<file path="src/hdl/cnms_pkg.sv">
// Package for the cosine nearest-match search block.
// Holds payload structs, operation and result codes, register indexes,
// controller states and the command and status bundles. No dependencies.
package cnms_pkg;

   localparam int DIM_W   = 10;
   localparam int DIST_W  = 18;
   localparam int CSR_AW  = 2;
   localparam int CSR_DW  = 18;
   localparam int QUO_W   = 17;

   localparam logic [1:0] OP_LOAD  = 2'd0;
   localparam logic [1:0] OP_QUERY = 2'd1;
   localparam logic [1:0] OP_CLEAR = 2'd2;
   localparam logic [1:0] OP_RSVD  = 2'd3;

   localparam logic [1:0] KIND_ROW   = 2'd0;
   localparam logic [1:0] KIND_QUERY = 2'd1;
   localparam logic [1:0] KIND_CLEAR = 2'd2;

   localparam logic [CSR_AW-1:0] REG_EMBED_DIM     = 2'd0;
   localparam logic [CSR_AW-1:0] REG_USE_THRESHOLD = 2'd1;
   localparam logic [CSR_AW-1:0] REG_MAX_DISTANCE  = 2'd2;

   localparam logic [DIM_W-1:0]  DIM_RESET  = 10'd128;
   localparam logic [DIST_W-1:0] DIST_RESET = 18'd65536;
   localparam logic [DIST_W-1:0] DIST_MAX   = 18'd131072;

   typedef struct packed {
      logic [1:0]         operation;
      logic signed [15:0] element_value;
      logic               last;
   } req_type;

   typedef struct packed {
      logic [1:0]        result_kind;
      logic              accepted;
      logic              found;
      logic [7:0]        best_row;
      logic [DIST_W-1:0] distance;
      logic [8:0]        row_count;
   } rsp_type;

   typedef enum logic [3:0] {
      ST_IDLE, ST_FINISH, ST_SQRT, ST_NRD, ST_NLOAD, ST_NDIV, ST_NWR,
      ST_SROW, ST_SISSUE, ST_SD1, ST_SD2, ST_EVAL, ST_CMP, ST_QDONE, ST_EMIT
   } state_type;

   typedef struct packed {
      logic elem_take;
      logic clear;
      logic reject;
      logic sqrt_start;
      logic sqrt_step;
      logic buf_rd;
      logic div_load;
      logic div_step;
      logic norm_wr;
      logic idx_inc;
      logic row_commit;
      logic scan_init;
      logic row_start;
      logic scan_rd;
      logic dist_eval;
      logic best_upd;
      logic row_inc;
      logic query_done;
      logic out_load;
   } cmd_type;

   typedef struct packed {
      logic vec_ok;
      logic kind_query;
      logic room;
      logic have_rows;
      logic sum_zero;
      logic sqrt_last;
      logic div_last;
      logic idx_last;
      logic row_last;
      logic out_free;
   } stat_type;

endpackage

</file>
<file path="src/hdl/cnms_ctrl.sv">
// Controller state machine for the cosine nearest-match search.
// Depends on cnms_pkg; drives the datapath by command and reads its status.
module cnms_ctrl (
   input  logic              clock,
   input  logic              reset,
   input  logic              req_valid,
   input  cnms_pkg::req_type req_data,
   output logic              req_ready,
   input  cnms_pkg::stat_type stat,
   output cnms_pkg::cmd_type cmd
);
   import cnms_pkg::*;

   state_type state_ff, state_in;

   always_ff @(posedge clock) begin
      if (reset) begin
         state_ff <= ST_IDLE;
      end else begin
         state_ff <= state_in;
      end
   end

   always_comb begin
      state_in  = state_ff;
      cmd       = '0;
      req_ready = 1'b0;
      unique case (state_ff)
         ST_IDLE: begin
            req_ready = 1'b1;
            if (req_valid) begin
               unique case (req_data.operation)
                  OP_LOAD, OP_QUERY: begin
                     cmd.elem_take = 1'b1;
                     if (req_data.last) state_in = ST_FINISH;
                  end
                  OP_CLEAR: begin
                     cmd.clear = 1'b1;
                     state_in  = ST_EMIT;
                  end
                  default: ;
               endcase
            end
         end
         ST_FINISH: begin
            if (stat.vec_ok && (stat.kind_query ? stat.have_rows : stat.room)) begin
               cmd.sqrt_start = 1'b1;
               state_in       = ST_SQRT;
            end else begin
               cmd.reject = 1'b1;
               state_in   = ST_EMIT;
            end
         end
         ST_SQRT: begin
            cmd.sqrt_step = 1'b1;
            if (stat.sqrt_last) state_in = ST_NRD;
         end
         ST_NRD: begin
            cmd.buf_rd = 1'b1;
            state_in   = ST_NLOAD;
         end
         ST_NLOAD: begin
            cmd.div_load = 1'b1;
            state_in     = stat.sum_zero ? ST_NWR : ST_NDIV;
         end
         ST_NDIV: begin
            cmd.div_step = 1'b1;
            if (stat.div_last) state_in = ST_NWR;
         end
         ST_NWR: begin
            cmd.norm_wr = 1'b1;
            if (!stat.idx_last) begin
               cmd.idx_inc = 1'b1;
               state_in    = ST_NRD;
            end else if (stat.kind_query) begin
               cmd.scan_init = 1'b1;
               state_in      = ST_SROW;
            end else begin
               cmd.row_commit = 1'b1;
               state_in       = ST_EMIT;
            end
         end
         ST_SROW: begin
            cmd.row_start = 1'b1;
            state_in      = ST_SISSUE;
         end
         ST_SISSUE: begin
            cmd.scan_rd = 1'b1;
            if (stat.idx_last) state_in = ST_SD1;
            else cmd.idx_inc = 1'b1;
         end
         ST_SD1: state_in = ST_SD2;
         ST_SD2: state_in = ST_EVAL;
         ST_EVAL: begin
            cmd.dist_eval = 1'b1;
            state_in      = ST_CMP;
         end
         ST_CMP: begin
            cmd.best_upd = 1'b1;
            if (stat.row_last) begin
               state_in = ST_QDONE;
            end else begin
               cmd.row_inc = 1'b1;
               state_in    = ST_SROW;
            end
         end
         ST_QDONE: begin
            cmd.query_done = 1'b1;
            state_in       = ST_EMIT;
         end
         ST_EMIT: begin
            if (stat.out_free) begin
               cmd.out_load = 1'b1;
               state_in     = ST_IDLE;
            end
         end
         default: state_in = ST_IDLE;
      endcase
   end
endmodule

</file>
<file path="config.mk">
export PLATFORM = sky130hd
export DESIGN_NAME = cnms_ctrl
export DESIGN_NICKNAME = d
export VERILOG_FILES = /design/src/hdl/cnms_pkg.sv /design/src/hdl/cnms_ctrl.sv
export SDC_FILE = /design/constraint.sdc
export NUM_CORES = 1
export LEC_CHECK = 0
export BUFFER_PORTS_ARGS = -buffer_cell sky130_fd_sc_hd__buf_2
export CAP_MARGIN = 20
export CELL_PAD_IN_SITES_DETAIL_PLACEMENT = 1
export CELL_PAD_IN_SITES_GLOBAL_PLACEMENT = 2
export CORE_MARGIN = 2
export CORE_UTILIZATION = 18
export DETAILED_ROUTE_END_ITERATION = 12
export PLACE_DENSITY_LB_ADDON = 0.1
export SYNTH_ARGS = -nofsm -noshare
export SYNTH_HDL_FRONTEND = slang
export SYNTH_SLANG_ARGS = --single-unit
</file>
<file path="constraint.sdc">
create_clock -name clock -period 2.6 [get_ports clock]
set_input_delay 0.52 -clock clock [delete_from_list [all_inputs] [get_ports clock]]
set_output_delay 0.52 -clock clock [all_outputs]
set_load 0.01 [all_outputs]
</file>
==> results of run 1 <==
worst paths after layout:
check / cells past startpoint / slack, ps / endpoint
max: 5 / 380 / cmd[17]
min: 2 / 540 / state_ff[1]$_SDFFE_PP0P_
max reg2reg: 4 / 810 / state_ff[0]$_SDFFE_PP0P_
min reg2reg: 3 / 750 / state_ff[2]$_SDFFE_PP0P_
critical path, stage by stage, from the launching register on:
cell and delay [ps]:
dfxtp_1 460, or2_1 410, nor2_1 250, nand2_1 110
nor2_1 100, buf_2 130
logic make-up after synthesis:
| kind of cell | count (synthesis) | share of synthesized area (%) |
|---|---|---|
| and+or+nand+nor | 56 | 45.6 |
| AOI/OAI and AO/OA | 22 | 29.8 |
| buffers and inverters | 8 | 9.65 |
| DFF | 4 | 13.1 |
| muxes | 1 | 1.85 |
routing by layer:
layer	vias up	wire, um
li1	389	-
met3	0	124
met1	360	1090
met4	0	0
met5	-	0
met2	22	1030
per-stage QoR:
step / worst slack [ps] / hold slack [ps] / instances / instance area (um2) / utilization (%)
3_3_place_gp: 579 / 752 / 168 / 806 / 24.5
5_1_grt: 221 / 552 / 171 / 828 / 25.2
3_5_place_dp: 587 / 749 / 168 / 806 / 24.5
4_1_cts: 334 / 532 / 171 / 828 / 25.2
6_report: 382 / 541 / 171 / 828 / 25.2
2_1_floorplan: 809 / 585 / 91 / 609 / -
layout by cell type (no fill, tap or decap), types with 3 or more instances in the layout:
cell type	synthesis	routed
nor3_1	5	5
clkbuf_4	0	3
dfxtp_1	4	4
a21oi_1	5	5
nand2b_1	8	8
buf_2	2	35
nor3b_1	3	3
nor2_1	20	20
nand2_1	10	10
where the power goes:
| part | leakage (nW) | internal, mW | switching [mW] |
|---|---|---|---|
| logic | 0.339 | 0.220 | 0.314 |
| registers | 0.0328 | 0.0849 | 0.0490 |
| clock network | 0.0138 | 0.0514 | 0.0223 |
| total | 0.386 | 0.356 | 0.385 |
area by class of cell:
type                            count  area share [%]
Multi-Input combinational cell     79            56.8
Timing Repair Buffer               37            23.0
Tap cell                           46            6.95
Sequential cell                     4            9.67
Inverter                            2           0.906
Clock buffer                        3            2.72
==> run_results.csv, run 1 <==
group,metric,value,unit
run_status,run_status,"completed",
floorplanning,die_area,3870,um2
finish,regArea,80.1,um2
setup_path,cp.required,2080,ps
detailed_routing,firstDrtPassIters,4,
floorplanning,die_y,62.2,um
synth,synth_top_area_share,13.1,%
global_routing,grt.overflow.total,0,
hold_path,min_from,"reset",
power,p_leak,0.386,nW
synth,ys.flop_type,"dfxtp_1",
global_routing,grt_max_degree,18,
global_routing,busiest_layer,"met2",
floorplanning,row_count,21,
synth,synthArstFlopShare,0,%
floorplanning,start_util,18.6,%
finish,fillers,443,
clocking,cts_setup_buffers,0,
clocking,clock_latency,230,ps
finish,fin_nets,159,
sta,fin_setup_tns,0,ps
finish,top_register,"state_ff",
setup_path,r2r-start,"state_ff[1]$_SDFFE_PP0P_",
synth,synthesis.nets,123,
clocking,cts_resized,0,
clocking,ctsHoldBuffers,0,
synth,synth-seq-area-share,13.1,%
synth,yosys-top-cells-area,"dfxtp_1 (13%), nor2_1 (12%), nand2b_1 (8.2%), nand2_1 (6.2%), buf_6 (5.5%)",
setup_path,critPathLaunchType,"register",
floorplanning,coreArea,3280,um2
placement,dp_hpwl,1840,um
synth,yosys.area.top_type,"dfxtp_1",
synth,avgSynthCellArea,6.70,um2
setup_path,worstPathMaxFanout,17,
power,powerDensity,895,nW/um2
finish,multi_input_area,470,um2
synth,netlist-cell-type-count,34,
clocking,cts_tree,"built",
global_routing,grt_pass1_wl,3950,um
detailed_routing,drc_errors,0,
sta,clock.fmax,0.451,GHz
sta,min_period_over_period,85.3,%
clocking,clk_pin_slew,30,ps
clocking,cts_made_buffers,3,
clocking,clk_path_buf_depth,2,
global_routing,antenna_found_initial,0,
clocking,cts-root-buf,"clkbuf_4",
synth,synth_area,609,um2
clocking,cts.sinks,4,
sta,setup_viol,0,
finish,area_growth,35.9,%
global_routing,grtUsageMet3,3.26,%
power,finalPower,741,uW
synth,synth.most_common_cell,"nor2_1",
synth,synth_edf_count,0,
placement,port_buffers,35,
finish,largestRegisters,"state_ff x4",
global_routing,grt_pass1_vias,813,
detailed_routing,initialDrtViolationCount,23,
setup_path,crit_arrival,1700,ps
hold_path,hold_class,"input port to register",
sta,worst_slew_pin_slew,527,ps
finish,largest_reg_flops,4,
flow_run,drv_cap,0,
global_routing,met1_usage,16.4,%
sta,final_max_slew_viol_count,0,
finish,antenna_cells,0,
detailed_routing,avgRoutedWirePerCell,13.1,um
setup_path,crit_start,"state_ff[1]$_SDFFE_PP0P_",
global_routing,track_usage,12.3,%
sta,slew_headroom,64.8,%
sta,hold_violations,0,
finish,drive_gt1_share,37.6,%
sta,finClkSkew,0.770,ps
synth,synthCells,91,
synth,ys_top_cells_by_count,"nor2_1 (20), nand2_1 (10), nand2b_1 (8)",
synth,yosys_warnings,0,
setup_path,crit_path_end_kind,"output port",
detailed_routing,vias,771,
setup_path,crit_type,"register to output port",
clocking,cts-htree-levels,1,
floorplanning,dieWidth,62.2,um
sta,fin_crit,2220,ps
global_routing,grtUsageMet2,20.1,%
sta,rsz0062_at_grt,"false",
power,ir_drop,0.000282,V
detailed_routing,vias_per_cell,4.51,
detailed_routing,drtAntennaViolNets,0,
placement,gp_congestion,0.736,
synth,ys_ff_latch,4,
floorplanning,io_pins,52,
detailed_routing,routed_wl,2250,um
Note: power is estimated with default switching activity, not from simulation.
==> run 2, diff against run 1 <==
==> constraint.sdc (replaced) <==
create_clock -name clock -period 2.6 [get_ports clock]
set_input_delay 0 -clock clock [delete_from_list [all_inputs] [get_ports clock]]
set_output_delay 0 -clock clock [all_outputs]
set_load 0.01 [all_outputs]
==> run_results.csv, run 2 (synthesis results as in run 1) <==
group,metric,value,unit
clocking,cts-root-buf,"clkbuf_4",
finish,fin_area,821,um2
floorplanning,io_pins,52,
finish,drive_gt1_share,37.1,%
detailed_routing,routed_wl,2270,um
setup_path,crit_type,"register to register",
sta,fin_crit,1790,ps
floorplanning,die_y,62.2,um
detailed_routing,vias_per_cell,4.47,
global_routing,grt.overflow.total,0,
power,p_leak,0.380,nW
setup_path,cp_slowest_stage_delay,610,ps
clocking,clk_pin_slew,40,ps
clocking,ctsHoldBuffers,0,
clocking,cts_made_buffers,3,
global_routing,grt_max_degree,18,
run_status,run_status,"completed",
hold_path,min_from,"reset",
global_routing,track_usage,12.4,%
sta,hold_violations,0,
flow_run,drv_cap,0,
setup_path,crit_arrival,1900,ps
clocking,cts_tree,"built",
setup_path,crit_path_end_kind,"register",
power,powerDensity,895,nW/um2
sta,rsz0062_at_grt,"false",
detailed_routing,initialDrtViolationCount,24,
finish,layout_commonest_cell,"buf_2",
sta,slew_headroom,62.8,%
finish,area_growth,34.7,%
setup_path,crit_chain,"or2_1 > nor2_1 > a221oi_1 > o31ai_2",
detailed_routing,drtAntennaViolNets,0,
floorplanning,start_util,18.6,%
finish,largestRegisters,"state_ff x4",
setup_path,crit_start,"state_ff[3]$_SDFFE_PP0P_",
setup_path,r2r-start,"state_ff[3]$_SDFFE_PP0P_",
sta,clock.fmax,0.560,GHz
detailed_routing,avgRoutedWirePerCell,13.4,um
finish,top_register,"state_ff",
clocking,cts.sinks,4,
detailed_routing,drc_errors,0,
global_routing,grt_pass1_vias,800,
finish,final_core_util,25.0,%
clocking,cts_setup_buffers,0,
sta,final_max_slew_viol_count,0,
placement,placed_area,798,um2
sta,finClkSkew,4.03,ps
sta,worst_slew_pin_slew,557,ps
sta,setup_viol,0,
finish,largest_reg_flops,4,
finish,fin_nets,158,
placement,port_buffers,35,
floorplanning,dieWidth,62.2,um
placement,gp_congestion,0.678,
finish,final_cell_mix,"buf_2 (35), nor2_1 (20), nand2_1 (10), nand2b_1 (8)",
setup_path,critPathLaunchType,"register",
clocking,clock_latency,230,ps
power,ir_drop,0.000386,V
detailed_routing,vias,760,
sta,min_period_over_period,68.7,%
sta,fin_setup_tns,0,ps
floorplanning,row_count,21,
floorplanning,die_area,3870,um2
global_routing,antenna_found_initial,0,
clocking,clk_path_buf_depth,2,
finish,antenna_cells,0,
hold_path,hold_class,"input port to register",
setup_path,cp.required,2710,ps
setup_path,crit_slowest_cell,"dfxtp_1",
floorplanning,coreArea,3280,um2
clocking,cts-htree-levels,1,
setup_path,worstPathMaxFanout,15,
clocking,cts_resized,0,
global_routing,grt_pass1_wl,3990,um
placement,dp_hpwl,1820,um
detailed_routing,firstDrtPassIters,4,
finish,fillers,433,
[run 2: cell types whose count changed in the layout (fill, tap and decap cells not counted)]
cell   previous run  this run
buf_4             2         1
[run 2: area by class of cell]
class	instances	area (um2)	area share [%]
Inverter	2	7.51	0.915
Tap cell	46	57.6	7.01
Sequential cell	4	80.1	9.76
Clock buffer	3	22.5	2.74
Timing Repair Buffer	36	183	22.3
Multi-Input combinational cell	79	470	57.3
[run 2: per-stage QoR]
stage	worst slack, ps	total power, mW	instances	hold slack [ps]
after floorplan	1190	0.550	91	47.5
after global placement	754	0.671	167	255
after detailed placement	752	0.674	167	257
after CTS	762	0.752	170	17.6
after global routing	645	0.820	170	32.1
final	813	0.734	170	22.1
[run 2: critical path, delay by kind of cell (launching register included)]
kind             cells  cell delay (ps)
AO/OA/AOI/OAI        2              520
flip-flops           1              610
AND/OR/NAND/NOR      2              550
[run 2: final timing paths]
check                        endpoint  slack (ps)  depth (start not counted)
max          state_ff[0]$_SDFFE_PP0P_         810                          4
max reg2reg  state_ff[0]$_SDFFE_PP0P_         810                          4
min reg2reg  state_ff[2]$_SDFFE_PP0P_         710                          3
min          state_ff[1]$_SDFFE_PP0P_          20                          2
[run 2: report_power, final]
group          switching, mW  internal [mW]
Clock                 0.0233         0.0515
Combinational          0.302          0.213
Sequential            0.0591         0.0847
Total                  0.385          0.350
[run 2: per-layer routing]
layer  up-vias  share of wire (%)  track usage (%)
met3         0                5.2             3.08
met5         -                  0                0
met4         0                  0             1.67
met1       347                 50             17.2
li1        389                  -                -
met2        24                 44             20.0
==> run 3, diff against run 2 <==
--- a/config.mk
+++ b/config.mk
@@ -10,7 +10,7 @@
 export CELL_PAD_IN_SITES_DETAIL_PLACEMENT = 1
 export CELL_PAD_IN_SITES_GLOBAL_PLACEMENT = 2
 export CORE_MARGIN = 2
-export CORE_UTILIZATION = 18
+export CORE_UTILIZATION = 15
 export DETAILED_ROUTE_END_ITERATION = 12
 export PLACE_DENSITY_LB_ADDON = 0.1
 export SYNTH_ARGS = -nofsm -noshare
==> constraint.sdc (replaced) <==
create_clock -name clock -period 1.5 [get_ports clock]
set_input_delay 0 -clock clock [delete_from_list [all_inputs] [get_ports clock]]
set_output_delay 0 -clock clock [all_outputs]
set_load 0.01 [all_outputs]
==> run_results.csv, run 3 (synthesis results as in run 1) <==
group,metric,value,unit
floorplanning,row_count,23,
finish,final_cell_mix,"buf_2 (35), buf_4 (30), nor2_1 (17), nand2_1 (9), nand2b_1 (7)",
setup_path,worstPathMaxFanout,7,
clocking,cts-root-buf,"clkbuf_8",
sta,slew_headroom,77.0,%
floorplanning,start_util,15.5,%
clocking,clk_path_buf_depth,2,
run_status,run_status,"completed",
detailed_routing,routed_wl,2790,um
placement,gp_congestion,0.789,
placement,placedCellCount,197,
sta,min_period_over_period,97.9,%
finish,largest_reg_flops,4,
global_routing,track_usage,12.1,%
global_routing,grt.overflow.total,0,
clocking,clk_pin_slew,30,ps
clocking,cts_tree,"built",
floorplanning,io_pins,52,
finish,antenna_cells,0,
setup_path,cp.required,1590,ps
global_routing,antenna_found_initial,0,
floorplanning,coreArea,3940,um2
finish,fin_cells,203,
sta,worst_slew_pin_slew,340,ps
setup_path,crit_arrival,1550,ps
hold_path,hold_class,"input port to register",
setup_path,crit_slowest_cell,"o311a_4",
global_routing,grt_pass1_wl,4190,um
finish,layout_commonest_cell,"buf_2",
global_routing,grt_max_degree,14,
setup_path,crit_chain,"or2_4 > buf_4 > o311a_4 > nor2_1 > a211oi_2",
finish,largestRegisters,"state_ff x4",
floorplanning,die_y,67.7,um
setup_path,rr_worst_depth,5,
finish,top_register,"state_ff",
finish,fin_nets,187,
setup_path,crit_path_end_kind,"register",
sta,hold_violations,0,
power,powerDensity,1740,nW/um2
setup_path,cp_slowest_stage_delay,390,ps
detailed_routing,initialDrtViolationCount,6,
placement,port_buffers,35,
clocking,cts_made_buffers,3,
power,ir_drop,0.000825,V
detailed_routing,vias,886,
placement,dp_hpwl,2300,um
floorplanning,die_area,4590,um2
flow_run,drv_cap,0,
power,p_leak,0.539,nW
detailed_routing,firstDrtPassIters,3,
clocking,clock_latency,210,ps
sta,fin_setup_tns,0,ps
detailed_routing,drc_errors,0,
sta,fin_crit,1470,ps
sta,clock.fmax,0.681,GHz
clocking,ctsHoldBuffers,0,
hold_path,holdPathStages,2,
setup_path,critPathLaunchType,"register",
clocking,cts-htree-levels,1,
sta,setup_viol,0,
floorplanning,dieWidth,67.7,um
finish,final_core_util,28.1,%
sta,final_max_slew_viol_count,0,
sta,rsz0062_at_grt,"true",
sta,finClkSkew,1.07,ps
finish,area_growth,82.1,%
global_routing,grt_pass1_vias,918,
finish,fillers,497,
detailed_routing,vias_per_cell,4.36,
setup_path,crit_type,"register to register",
detailed_routing,drtAntennaViolNets,0,
detailed_routing,avgRoutedWirePerCell,13.7,um
finish,drive_gt1_share,58.8,%
clocking,cts.sinks,4,
==> run 3: changes by cell type in the layout (fill, tap and decap cells not counted), sizes merged <==
| cell | delta |
|---|---|
| buf | +29 |
==> run 3: stage by stage <==
stage / total power [mW] / cell area (um2) / hold WS, ps / setup slack [ps]
2_1_floorplan: 0.953 / 609 / 47.5 / 88.0
3_3_place_gp: 1.55 / 998 / 257 / -80.4
3_5_place_dp: 1.56 / 998 / 260 / -89.6
4_1_cts: 1.81 / 1050 / 33.5 / 39.6
5_1_grt: 2.09 / 1110 / 44.9 / -23.6
6_report: 1.94 / 1110 / 31.0 / 31.6
==> run 3: layout make-up <==
cell class / instances / area (um2) / share of cell area [%]
Multi-Input combinational cell: 79 / 510 / 46.0
Timing Repair Buffer: 65 / 400 / 36.1
Tap cell: 50 / 62.6 / 5.64
Sequential cell: 4 / 87.6 / 7.89
Inverter: 2 / 7.51 / 0.676
Clock buffer: 3 / 41.3 / 3.72
==> run 3: report_power, final <==
group          leakage (nW)  switching (mW)  total, mW  internal [mW]
combinational         0.483           0.707       1.48          0.775
sequential           0.0347          0.0753      0.235          0.160
clock                0.0216          0.0475      0.218          0.170
==> run 3: final timing paths <==
path | from | end | slack (ps)
max | state_ff[3]$_SDFFE_PP0P_ | state_ff[1]$_SDFFE_PP0P_ | 30
min | reset | state_ff[1]$_SDFFE_PP0P_ | 30
max reg2reg | state_ff[3]$_SDFFE_PP0P_ | state_ff[1]$_SDFFE_PP0P_ | 30
min reg2reg | state_ff[1]$_SDFFE_PP0P_ | state_ff[1]$_SDFFE_PP0P_ | 760
==> run 3: what timing repair did <==
item	in CTS	in global routing
endpoints found under the setup margin	9	8
endpoints found under the hold margin	0	0
pin swaps	0	7
resized for setup	5	14
gates cloned	0	0
buffers inserted	0	3
==> run 3: routing by layer <==
layer  up-vias  share of wire [%]  GRT usage, %
met5         -                  0             0
met4         0                  0          2.30
met3         0                3.8          1.33
met2        19                 49          21.2
met1       420                 48          16.0
li1        447                  -             -
==> run 3: worst max-delay path: cells and delay by family (launching register included) <==
| kind | cells | cell delay, ps |
|---|---|---|
| AO/OA/AOI/OAI | 2 | 450 |
| AND/OR/NAND/NOR | 2 | 400 |
| flip-flops | 1 | 350 |
| buffers and inverters | 1 | 140 |
